==> config.mk <==
export PLATFORM = sky130hd
export DESIGN_NAME = srlm_ctrl
export DESIGN_NICKNAME = d
export VERILOG_FILES = /design/src/rtl/srlm_pkg.sv /design/src/rtl/srlm_ctrl.sv
export SDC_FILE = /design/constraint.sdc
export NUM_CORES = 1
export LEC_CHECK = 0
export ABC_AREA = 0
export BUFFER_PORTS_ARGS = -buffer_cell sky130_fd_sc_hd__buf_4
export CORE_UTILIZATION = 50
export DETAILED_ROUTE_END_ITERATION = 16
export GPL_ROUTABILITY_DRIVEN = 0
export HOLD_SLACK_MARGIN = 0.06
export PLACE_DENSITY = 0.78
export SKIP_CTS_REPAIR_TIMING = 1
export SYNTH_ARGS = -nofsm -noshare
export SYNTH_HDL_FRONTEND = slang
export SYNTH_SLANG_ARGS = --single-unit
==> constraint.sdc <==
create_clock -name clk -period 5.1 [get_ports clk]
set_input_delay 0.255 -clock clk [delete_from_list [all_inputs] [get_ports clk]]
set_output_delay 0.255 -clock clk [all_outputs]
set_load 0.05 [all_outputs]
==> src/rtl/srlm_pkg.sv <==
// shared constants for the sector ring log manager: action codes and field widths
// no dependencies; imported by the controller, the entry ram and the top level
package srlm_pkg;

    localparam int ACTION_W = 3;
    localparam int WORD_W   = 32;
    localparam int ENTRY_W  = 2 * WORD_W;
    localparam int CFG_W    = 4;

    localparam logic [WORD_W-1:0] ERASED_WORD = 32'hFFFF_FFFF;

    localparam logic [ACTION_W-1:0] ACT_FORMAT     = 3'd0;
    localparam logic [ACTION_W-1:0] ACT_MOUNT      = 3'd1;
    localparam logic [ACTION_W-1:0] ACT_WRITE      = 3'd2;
    localparam logic [ACTION_W-1:0] ACT_READ_START = 3'd3;
    localparam logic [ACTION_W-1:0] ACT_READ_NEXT  = 3'd4;

endpackage

==> src/rtl/srlm_ctrl.sv <==
// sequencer for the log: pointers, erase sweeps, mount scan, tail search, result register
// depends on srlm_pkg; drives the ports of srlm_ram
module srlm_ctrl
    import srlm_pkg::*;
#(
    parameter int MAX_SECTORS  = 8,
    parameter int SECTOR_SLOTS = 16,
    parameter int DEPTH        = MAX_SECTORS * SECTOR_SLOTS,
    parameter int AW           = $clog2(DEPTH),
    parameter int SECW         = $clog2(MAX_SECTORS + 1)
)
(
    input  logic                clk,
    input  logic                rst_n,
    input  logic [SECW-1:0]     ring_n,
    input  logic                in_valid,
    output logic                in_ready,
    input  logic [ACTION_W-1:0] action,
    input  logic [WORD_W-1:0]   entry_id,
    input  logic [WORD_W-1:0]   entry_data,
    output logic                out_valid,
    input  logic                out_ready,
    output logic                ok,
    output logic [WORD_W-1:0]   read_id,
    output logic [WORD_W-1:0]   read_data,
    output logic                at_end,
    output logic                mem_we,
    output logic [AW-1:0]       mem_waddr,
    output logic [ENTRY_W-1:0]  mem_wdata,
    output logic                mem_re,
    output logic [AW-1:0]       mem_raddr,
    input  logic [ENTRY_W-1:0]  mem_rdata
);

    localparam int SLW  = $clog2(SECTOR_SLOTS);
    localparam int RUNW = $clog2(SECTOR_SLOTS + 1);
    localparam logic [SLW-1:0]  LAST_SLOT = SLW'(SECTOR_SLOTS - 1);
    localparam logic [SECW-1:0] LAST_SEC  = SECW'(MAX_SECTORS - 1);
    localparam logic [RUNW-1:0] FULL_RUN  = RUNW'(SECTOR_SLOTS);

    typedef enum logic [3:0] {
        ST_IDLE,
        ST_ERASE,
        ST_FDONE,
        ST_WEXEC,
        ST_WSTORE,
        ST_RSTART,
        ST_RNEXT,
        ST_NOP,
        ST_MSTART,
        ST_MBASE,
        ST_MLAST,
        ST_MRUN,
        ST_MEND,
        ST_TSTART,
        ST_TCHK
    } state_t;

    function automatic logic [AW-1:0] addr_of(input logic [SECW-1:0] s,
                                              input logic [SLW-1:0] t);
        addr_of = AW'(int'(s) * SECTOR_SLOTS + int'(t));
    endfunction

    function automatic logic [SECW-1:0] sec_inc(input logic [SECW-1:0] s,
                                                input logic [SECW-1:0] n);
        logic [SECW-1:0] t;
        t = s + SECW'(1);
        sec_inc = (t >= n) ? '0 : t;
    endfunction

    state_t state_reg, state_next;
    state_t ret_reg, ret_next;

    logic [WORD_W-1:0] id_reg, id_next;
    logic [WORD_W-1:0] data_reg, data_next;

    logic [SECW-1:0] hd_sec_reg, hd_sec_next;
    logic [SLW-1:0]  hd_slot_reg, hd_slot_next;
    logic [SECW-1:0] lt_sec_reg, lt_sec_next;
    logic [SLW-1:0]  lt_slot_reg, lt_slot_next;
    logic [SECW-1:0] tl_sec_reg, tl_sec_next;
    logic [SECW-1:0] rd_sec_reg, rd_sec_next;
    logic [SLW-1:0]  rd_slot_reg, rd_slot_next;
    logic            first_reg, first_next;

    logic [SECW-1:0] er_sec_reg, er_sec_next;
    logic [SLW-1:0]  er_slot_reg, er_slot_next;
    logic [SECW-1:0] er_last_reg, er_last_next;

    logic [SECW-1:0] sc_sec_reg, sc_sec_next;
    logic [SECW-1:0] fe_reg, fe_next;
    logic            empty_reg, empty_next;
    logic [RUNW-1:0] run_reg, run_next;
    logic [SECW-1:0] step_reg, step_next;
    logic [SECW-1:0] hs_reg, hs_next;

    logic              out_valid_reg, out_valid_next;
    logic              out_ok_reg, out_ok_next;
    logic [WORD_W-1:0] out_id_reg, out_id_next;
    logic [WORD_W-1:0] out_data_reg, out_data_next;
    logic              out_end_reg, out_end_next;

    logic              go;
    logic              finish;
    logic              res_ok;
    logic [WORD_W-1:0] res_id;
    logic [WORD_W-1:0] res_data;
    logic              used;
    logic [SECW-1:0]   pos_sec;
    logic [SLW-1:0]    pos_slot;
    logic [SECW-1:0]   nxt_sec;
    logic [RUNW-1:0]   run_fin;
    logic              do_store;
    logic [SECW-1:0]   st_sec;
    logic [SLW-1:0]    st_slot;
    logic [SECW-1:0]   rn_sec;
    logic [SLW-1:0]    rn_slot;
    logic              rd_allowed;

    assign go       = !out_valid_reg || out_ready;
    assign in_ready = (state_reg == ST_IDLE);
    assign used     = (mem_rdata[ENTRY_W-1 -: WORD_W] != ERASED_WORD);

    always_comb
    begin
        state_next   = state_reg;
        ret_next     = ret_reg;
        id_next      = id_reg;
        data_next    = data_reg;
        hd_sec_next  = hd_sec_reg;
        hd_slot_next = hd_slot_reg;
        lt_sec_next  = lt_sec_reg;
        lt_slot_next = lt_slot_reg;
        tl_sec_next  = tl_sec_reg;
        rd_sec_next  = rd_sec_reg;
        rd_slot_next = rd_slot_reg;
        first_next   = first_reg;
        er_sec_next  = er_sec_reg;
        er_slot_next = er_slot_reg;
        er_last_next = er_last_reg;
        sc_sec_next  = sc_sec_reg;
        fe_next      = fe_reg;
        empty_next   = empty_reg;
        run_next     = run_reg;
        step_next    = step_reg;
        hs_next      = hs_reg;

        mem_we    = 1'b0;
        mem_waddr = addr_of(er_sec_reg, er_slot_reg);
        mem_wdata = {ENTRY_W{1'b1}};
        mem_re    = 1'b0;
        mem_raddr = addr_of(rd_sec_reg, rd_slot_reg);

        finish   = 1'b0;
        res_ok   = 1'b0;
        res_id   = '0;
        res_data = '0;

        // a head at or past the ring end wraps to the start
        pos_sec  = (hd_sec_reg >= ring_n) ? '0 : hd_sec_reg;
        pos_slot = (hd_sec_reg >= ring_n) ? '0 : hd_slot_reg;
        nxt_sec  = sec_inc(pos_sec, ring_n);
        run_fin  = used ? FULL_RUN : run_reg;
        do_store = 1'b0;
        st_sec   = pos_sec;
        st_slot  = pos_slot;

        rn_sec  = (rd_slot_reg == LAST_SLOT) ? rd_sec_reg + SECW'(1) : rd_sec_reg;
        rn_slot = (rd_slot_reg == LAST_SLOT) ? '0 : rd_slot_reg + SLW'(1);
        if (rn_sec >= ring_n)
        begin
            rn_sec  = '0;
            rn_slot = '0;
        end
        rd_allowed = !((rd_sec_reg == tl_sec_reg) && (rd_slot_reg == '0)) || first_reg;

        case (state_reg)
            ST_IDLE:
            begin
                // prefetch the read position so read_next has its entry next cycle
                mem_re = 1'b1;
                if (in_valid)
                begin
                    id_next   = entry_id;
                    data_next = entry_data;
                    case (action)
                        ACT_FORMAT:
                        begin
                            er_sec_next  = '0;
                            er_slot_next = '0;
                            er_last_next = ring_n - SECW'(1);
                            ret_next     = ST_FDONE;
                            state_next   = ST_ERASE;
                        end
                        ACT_MOUNT:      state_next = ST_MSTART;
                        ACT_WRITE:      state_next = ST_WEXEC;
                        ACT_READ_START: state_next = ST_RSTART;
                        ACT_READ_NEXT:  state_next = ST_RNEXT;
                        default:        state_next = ST_NOP;
                    endcase
                end
            end

            ST_ERASE:
            begin
                mem_we = 1'b1;
                if (er_slot_reg == LAST_SLOT)
                begin
                    er_slot_next = '0;
                    if (er_sec_reg == er_last_reg)
                    begin
                        state_next = ret_reg;
                    end
                    else
                    begin
                        er_sec_next = er_sec_reg + SECW'(1);
                    end
                end
                else
                begin
                    er_slot_next = er_slot_reg + SLW'(1);
                end
            end

            ST_FDONE:
            begin
                if (go)
                begin
                    hd_sec_next  = '0;
                    hd_slot_next = '0;
                    lt_sec_next  = '0;
                    lt_slot_next = '0;
                    tl_sec_next  = '0;
                    rd_sec_next  = '0;
                    rd_slot_next = '0;
                    first_next   = 1'b1;
                    res_ok       = 1'b1;
                    finish       = 1'b1;
                    state_next   = ST_IDLE;
                end
            end

            ST_WEXEC:
            begin
                if (pos_slot == LAST_SLOT)
                begin
                    // last slot of a sector: erase the following sector first
                    er_sec_next  = nxt_sec;
                    er_last_next = nxt_sec;
                    er_slot_next = '0;
                    if (nxt_sec == tl_sec_reg)
                    begin
                        tl_sec_next = sec_inc(tl_sec_reg, ring_n);
                    end
                    if (ring_n == SECW'(1))
                    begin
                        hd_sec_next  = '0;
                        hd_slot_next = '0;
                    end
                    else
                    begin
                        hd_sec_next  = pos_sec;
                        hd_slot_next = pos_slot;
                    end
                    ret_next   = ST_WSTORE;
                    state_next = ST_ERASE;
                end
                else
                begin
                    do_store = 1'b1;
                end
            end

            ST_WSTORE:
            begin
                do_store = 1'b1;
                st_sec   = hd_sec_reg;
                st_slot  = hd_slot_reg;
            end

            ST_RSTART:
            begin
                if (go)
                begin
                    rd_sec_next  = tl_sec_reg;
                    rd_slot_next = '0;
                    first_next   = 1'b1;
                    res_ok       = 1'b1;
                    finish       = 1'b1;
                    state_next   = ST_IDLE;
                end
            end

            ST_RNEXT:
            begin
                if (go)
                begin
                    if (rd_allowed && used)
                    begin
                        res_ok       = 1'b1;
                        res_id       = mem_rdata[ENTRY_W-1 -: WORD_W];
                        res_data     = mem_rdata[WORD_W-1:0];
                        first_next   = 1'b0;
                        rd_sec_next  = rn_sec;
                        rd_slot_next = rn_slot;
                    end
                    finish     = 1'b1;
                    state_next = ST_IDLE;
                end
            end

            ST_NOP:
            begin
                if (go)
                begin
                    finish     = 1'b1;
                    state_next = ST_IDLE;
                end
            end

            ST_MSTART:
            begin
                mem_re      = 1'b1;
                mem_raddr   = addr_of('0, '0);
                sc_sec_next = '0;
                fe_next     = ring_n;
                empty_next  = 1'b1;
                run_next    = '0;
                state_next  = (ring_n == SECW'(1)) ? ST_MRUN : ST_MBASE;
            end

            ST_MBASE:
            begin
                if (used)
                begin
                    empty_next = 1'b0;
                    mem_re     = 1'b1;
                    mem_raddr  = addr_of(sc_sec_reg, LAST_SLOT);
                    state_next = ST_MLAST;
                end
                else
                begin
                    if (fe_reg == ring_n)
                    begin
                        fe_next = sc_sec_reg;
                    end
                    if (sc_sec_reg == ring_n - SECW'(1))
                    begin
                        state_next = ST_MEND;
                    end
                    else
                    begin
                        sc_sec_next = sc_sec_reg + SECW'(1);
                        mem_re      = 1'b1;
                        mem_raddr   = addr_of(sc_sec_reg + SECW'(1), '0);
                    end
                end
            end

            ST_MLAST:
            begin
                if (!used)
                begin
                    // partly filled sector: count its used run from slot 0
                    run_next   = '0;
                    mem_re     = 1'b1;
                    mem_raddr  = addr_of(sc_sec_reg, '0);
                    state_next = ST_MRUN;
                end
                else if (sc_sec_reg == ring_n - SECW'(1))
                begin
                    state_next = ST_MEND;
                end
                else
                begin
                    sc_sec_next = sc_sec_reg + SECW'(1);
                    mem_re      = 1'b1;
                    mem_raddr   = addr_of(sc_sec_reg + SECW'(1), '0);
                    state_next  = ST_MBASE;
                end
            end

            ST_MRUN:
            begin
                if (used && (run_reg != FULL_RUN - RUNW'(1)))
                begin
                    run_next  = run_reg + RUNW'(1);
                    mem_re    = 1'b1;
                    mem_raddr = addr_of(sc_sec_reg, SLW'(run_reg + RUNW'(1)));
                end
                else if (ring_n == SECW'(1))
                begin
                    if (go)
                    begin
                        tl_sec_next = '0;
                        if (run_fin == '0)
                        begin
                            hd_sec_next  = '0;
                            hd_slot_next = '0;
                            lt_sec_next  = '0;
                            lt_slot_next = '0;
                        end
                        else
                        begin
                            lt_sec_next  = '0;
                            lt_slot_next = SLW'(run_fin - RUNW'(1));
                            if (run_fin == FULL_RUN)
                            begin
                                hd_sec_next  = SECW'(1);
                                hd_slot_next = '0;
                            end
                            else
                            begin
                                hd_sec_next  = '0;
                                hd_slot_next = SLW'(run_fin);
                            end
                        end
                        res_ok     = 1'b1;
                        finish     = 1'b1;
                        state_next = ST_IDLE;
                    end
                end
                else
                begin
                    lt_sec_next  = sc_sec_reg;
                    lt_slot_next = SLW'(run_fin - RUNW'(1));
                    hd_sec_next  = sc_sec_reg;
                    hd_slot_next = SLW'(run_fin);
                    state_next   = ST_TSTART;
                end
            end

            ST_MEND:
            begin
                if (empty_reg)
                begin
                    if (go)
                    begin
                        hd_sec_next  = '0;
                        hd_slot_next = '0;
                        lt_sec_next  = '0;
                        lt_slot_next = '0;
                        tl_sec_next  = '0;
                        res_ok       = 1'b1;
                        finish       = 1'b1;
                        state_next   = ST_IDLE;
                    end
                end
                else
                begin
                    // every used sector is full: latest sits at the start of the one before
                    if ((fe_reg == '0) || (fe_reg == ring_n))
                    begin
                        lt_sec_next = ring_n - SECW'(1);
                    end
                    else
                    begin
                        lt_sec_next = fe_reg - SECW'(1);
                    end
                    lt_slot_next = '0;
                    hd_sec_next  = fe_reg;
                    hd_slot_next = '0;
                    state_next   = ST_TSTART;
                end
            end

            ST_TSTART:
            begin
                hs_next     = pos_sec;
                sc_sec_next = nxt_sec;
                step_next   = SECW'(1);
                mem_re      = 1'b1;
                mem_raddr   = addr_of(nxt_sec, '0);
                state_next  = ST_TCHK;
            end

            ST_TCHK:
            begin
                if (used || (step_reg == ring_n - SECW'(1)))
                begin
                    if (go)
                    begin
                        tl_sec_next = used ? sc_sec_reg : hs_reg;
                        res_ok      = 1'b1;
                        finish      = 1'b1;
                        state_next  = ST_IDLE;
                    end
                end
                else
                begin
                    step_next   = step_reg + SECW'(1);
                    sc_sec_next = sec_inc(sc_sec_reg, ring_n);
                    mem_re      = 1'b1;
                    mem_raddr   = addr_of(sec_inc(sc_sec_reg, ring_n), '0);
                end
            end

            default:
            begin
                state_next = ST_IDLE;
            end
        endcase

        if (do_store && go)
        begin
            mem_we       = 1'b1;
            mem_waddr    = addr_of(st_sec, st_slot);
            mem_wdata    = {id_reg, data_reg};
            lt_sec_next  = st_sec;
            lt_slot_next = st_slot;
            if (st_slot == LAST_SLOT)
            begin
                hd_sec_next  = st_sec + SECW'(1);
                hd_slot_next = '0;
            end
            else
            begin
                hd_sec_next  = st_sec;
                hd_slot_next = st_slot + SLW'(1);
            end
            res_ok     = 1'b1;
            finish     = 1'b1;
            state_next = ST_IDLE;
        end

        out_valid_next = out_valid_reg;
        out_ok_next    = out_ok_reg;
        out_id_next    = out_id_reg;
        out_data_next  = out_data_reg;
        out_end_next   = out_end_reg;
        if (finish)
        begin
            out_valid_next = 1'b1;
            out_ok_next    = res_ok;
            out_id_next    = res_id;
            out_data_next  = res_data;
            out_end_next   = (rd_sec_next == lt_sec_next) && (rd_slot_next == lt_slot_next);
        end
        else if (out_ready)
        begin
            out_valid_next = 1'b0;
        end
    end

    always_ff @(posedge clk or negedge rst_n)
    begin
        if (!rst_n)
        begin
            // reset starts with a clearing pass over the whole store
            state_reg     <= ST_ERASE;
            ret_reg       <= ST_IDLE;
            id_reg        <= '0;
            data_reg      <= '0;
            hd_sec_reg    <= '0;
            hd_slot_reg   <= '0;
            lt_sec_reg    <= '0;
            lt_slot_reg   <= '0;
            tl_sec_reg    <= '0;
            rd_sec_reg    <= '0;
            rd_slot_reg   <= '0;
            first_reg     <= 1'b1;
            er_sec_reg    <= '0;
            er_slot_reg   <= '0;
            er_last_reg   <= LAST_SEC;
            sc_sec_reg    <= '0;
            fe_reg        <= '0;
            empty_reg     <= 1'b1;
            run_reg       <= '0;
            step_reg      <= '0;
            hs_reg        <= '0;
            out_valid_reg <= 1'b0;
            out_ok_reg    <= 1'b0;
            out_id_reg    <= '0;
            out_data_reg  <= '0;
            out_end_reg   <= 1'b0;
        end
        else
        begin
            state_reg     <= state_next;
            ret_reg       <= ret_next;
            id_reg        <= id_next;
            data_reg      <= data_next;
            hd_sec_reg    <= hd_sec_next;
            hd_slot_reg   <= hd_slot_next;
            lt_sec_reg    <= lt_sec_next;
            lt_slot_reg   <= lt_slot_next;
            tl_sec_reg    <= tl_sec_next;
            rd_sec_reg    <= rd_sec_next;
            rd_slot_reg   <= rd_slot_next;
            first_reg     <= first_next;
            er_sec_reg    <= er_sec_next;
            er_slot_reg   <= er_slot_next;
            er_last_reg   <= er_last_next;
            sc_sec_reg    <= sc_sec_next;
            fe_reg        <= fe_next;
            empty_reg     <= empty_next;
            run_reg       <= run_next;
            step_reg      <= step_next;
            hs_reg        <= hs_next;
            out_valid_reg <= out_valid_next;
            out_ok_reg    <= out_ok_next;
            out_id_reg    <= out_id_next;
            out_data_reg  <= out_data_next;
            out_end_reg   <= out_end_next;
        end
    end

    assign out_valid = out_valid_reg;
    assign ok        = out_ok_reg;
    assign read_id   = out_id_reg;
    assign read_data = out_data_reg;
    assign at_end    = out_end_reg;

`ifndef ASSERT_OFF
    a_slots_in_range: assert property (@(posedge clk) disable iff (!rst_n)
        (hd_slot_reg <= LAST_SLOT) && (lt_slot_reg <= LAST_SLOT) && (rd_slot_reg <= LAST_SLOT))
        else $error("pointer slot beyond sector size");

    a_no_write_idle: assert property (@(posedge clk) disable iff (!rst_n)
        (state_reg == ST_IDLE) |-> !mem_we)
        else $error("store written while idle");

    a_one_item: assert property (@(posedge clk) disable iff (!rst_n)
        (in_valid && in_ready) |=> !in_ready)
        else $error("second item taken while one is in progress");

    a_erase_bound: assert property (@(posedge clk) disable iff (!rst_n)
        (state_reg == ST_ERASE) |-> (er_sec_reg <= er_last_reg))
        else $error("erase sweep ran past its last sector");

    a_quiet_fail: assert property (@(posedge clk) disable iff (!rst_n)
        (out_valid_reg && !out_ok_reg) |-> ((out_id_reg == '0) && (out_data_reg == '0)))
        else $error("failed result carries entry data");
`endif

endmodule

==> results.toml <==
[outcome]
status = "finished with violations"
violations = "DRC"

[clocking]
cts_root_buf = "clkbuf_16"
cts_tree = "built"
clkLatencyLatePin_ps = 450
clk_path_buf_depth = 2
h-tree-depth = 4
numClockSinks = 200
cts.clk_slew.worst_paths_ps = 90
cts_made_buffers = 17

[synthesis]
syn_area_per_cell_um2 = 9.92
synth_largest_area_cell = "dfrtp_1"
ys_async_sr_fraction_pct = 100
yosysSeqAreaShare_pct = 44.5
yosysUniqueCellTypes = 73
netlist.area_leader.share_pct = 43.1
ys_warn_count = 0
syn-num-nets = 1314
syn_area_um2 = 11300
synth-seq-cells = 200
synth_flop_cell = "dfrtp_1"
syn_inst = 1136
synthTopCellsByArea = "dfrtp_1, mux2_2, a22o_1"
synth-edff-count = 0

[route]
top_layer = "met4"
dr.pass1.iters = 12
met1Wirelength_um = 14900
wl_um = 39900
met3WireLength_um = 3630
final_antenna_net_count = 0
drt_first_iter_violations = 1400
viasPerCell = 6.20
drc_errors = 2
routedWlPerCell_um = 22.2
vias = 11156
wl_met2_um = 19300

[min_path]
hold_path.class = "input pin to flip-flop"

[setup_path]
critical_path.slowest_cell = "dfrtp_1"
path_delay_family = "compound AO/OA/AOI/OAI gates"
cp.required_ps = 4850
arrival_ps = 4340
end_kind = "output port"
critPathBufInv = 3
cp-start-kind = "flip-flop"
critPathMaxStageDelay_ps = 470
crit_type = "flip-flop to output port"
cp_cell_sequence = "inv_1 -> ha_1 -> nor2b_1 -> o21ai_0 -> nand2_1 -> nand2_1 -> inv_1 -> ha_1 -> ha_1 -> a21o_1 -> a21o_1 -> a21oi_1 -> nand2_1 -> o21ai_0 -> a221o_1 -> buf_4"
crit_fanout = 6

[sta]
min_period_over_period_pct = 90.2
slew_viol_final = 0
clock_skew_ps = 21.2
tightest_slew_ps = 1130
fmax_mhz = 217
maxSlewHeadroom_pct = 24.5
grt_setup_unrepaired = "no"
fin_setup_tns_ps = 0
hold_violations = 0
finalCriticalPeriod_ps = 4600
setup_viol = 0

[power]
p_seq_share_pct = 29.8
power_density_nw_per_um2 = 578
p_sw_mw = 4.33
power.share.clock_pct = 16.6
ir_drop_v = 0.000400
p_int_mw = 4.61
combPwrFrac_pct = 53.7
power.total_mw = 8.94
p_leak_nw = 7.28
p_sw_share_pct = 48.4

[grt]
grt_max_degree = 107
antenna_found_initial = 1
grt_overflow = 0
grt_pass1_wl_um = 56600
grt_pass1_vias = 10210
grt_usage_pct = 31.1

[job]
max_cap_viol_count = 0

[cells_and_area]
area_delta_synth_final_pct = 37.4
stdcell_area_um2 = 15500
nFillCells = 1523
multi_input_area_um2 = 5880
nets = 1682
layout-drive-gt1-share_pct = 28.2
ff_latch_area_um2 = 5010

[placed_design]
post_dp_cell_area_um2 = 13600
io_buffers = 286
dp_hpwl_um = 26300

[die]
die_y_um = 152
io_pins = 287
fp.dieW_um = 152
start_util_pct = 51.3
die_area_um2 = 23100
coreArea_um2 = 22000
row_count = 54
## per-layer routing
layer | up-vias | GRT usage, %
met5 | - | 0
met4 | 0 | 13.9
met3 | 150 | 8.04
met2 | 683 | 50.2
met1 | 5417 | 39.3
li1 | 4906 | -
## stage by stage
step                utilization, %  std cells  setup slack [ps]  hold WS, ps
detailed placement            62.0       1646               718          376
floorplan                        -       1136              1490        -40.6
global route                  70.5       1798               161         33.2
global placement              62.0       1646               838          374
CTS                           65.0       1678               607         -103
finish                        70.5       1798               502         52.6
## final cells by class
class                   count  area share (%)
diodes                      1          0.0162
flip-flops and latches    200            32.4
inverters                  31           0.752
clock inverters            14            1.46
clock buffers              18            2.77
multi-input cells         836            38.0
repair buffers            418            22.3
well taps                 280            2.26
## synthesized netlist by cell type, types with 5 or more instances
library cell  count
xor2_1           23
a211oi_1          5
nand2_1         100
nor2_1           65
mux2i_1           6
o211ai_1          5
nand2b_1         13
and3_1            8
buf_1             5
dfrtp_1         194
nand3_1          27
o31ai_1           6
o21ai_0          70
or3_1            73
xnor2_1          27
mux2_2           76
nor2b_1           8
clkbuf_1         52
o22ai_1          12
buf_2            10
a31oi_1          10
a21oi_1          52
dfstp_2           6
nand4_1          19
a22o_1           75
ha_1             39
nor3_1           18
nor3b_1           6
inv_1            30
a21o_1           16
## kinds of logic after synthesis
| group | share of synthesized area, % |
|---|---|
| AO/OA/AOI/OAI | 18.4 |
| AND/OR/NAND/NOR | 16.9 |
| multiplexers | 8.13 |
| adder cells (fa/ha/maj) | 4.33 |
| flip-flops | 44.5 |
| XOR/XNOR | 4.09 |
| buffers and inverters | 3.58 |
## final timing paths
path                       depth (start not counted)  slack, ps          start       endpoint
setup / recovery                                  16        500  hd_sec_reg[0]   mem_raddr[5]
hold / removal                                     2         50  mem_rdata[27]  read_data[27]
min in group asynchronous                          2        440          rst_n  tl_sec_reg[3]
max in group asynchronous                          3       3590          rst_n   data_reg[12]
hold reg to reg                                    2        480      hs_reg[3]      hs_reg[3]
setup reg to reg                                  17        640  hd_sec_reg[0]  tl_sec_reg[3]
## worst register-to-register path: cells and delay by family (launching register included)
family                     cells  cell delay, ps
xor gates and xnor gates       1             200
and+or+nand+nor                5             940
AOI/OAI and AO/OA              5            1300
adders and majority gates      3             890
DFF                            1             470
buffers and inverters          2             210
muxes                          1             350
## cells in the final DEF (no fill, tap or decap), drive strengths merged, types with 23 or more instances in the layout
cell	netlist	layout
o21ai	70	70
buf	17	298
ha	39	39
xnor2	27	27
xor2	23	23
or3	73	73
inv	30	35
a21oi	53	53
dlygate4sd3	0	119
nand3	27	27
nand2	100	100
nor2	65	65
mux2	76	76
a22o	75	75
dfrtp	194	194
## power by group through the flow
stage                     clock network [mW]  registers (mW)  logic [mW]
after floorplan                            0            3.04        2.77
after global placement                     0            2.60        4.55
after detailed placement                   0            2.62        4.62
after CTS                               1.50            2.61        4.63
after global routing                    1.56            2.72        5.04
final                                   1.48            2.66        4.80
No activity file was read; power rests on OpenSTA's default activity.
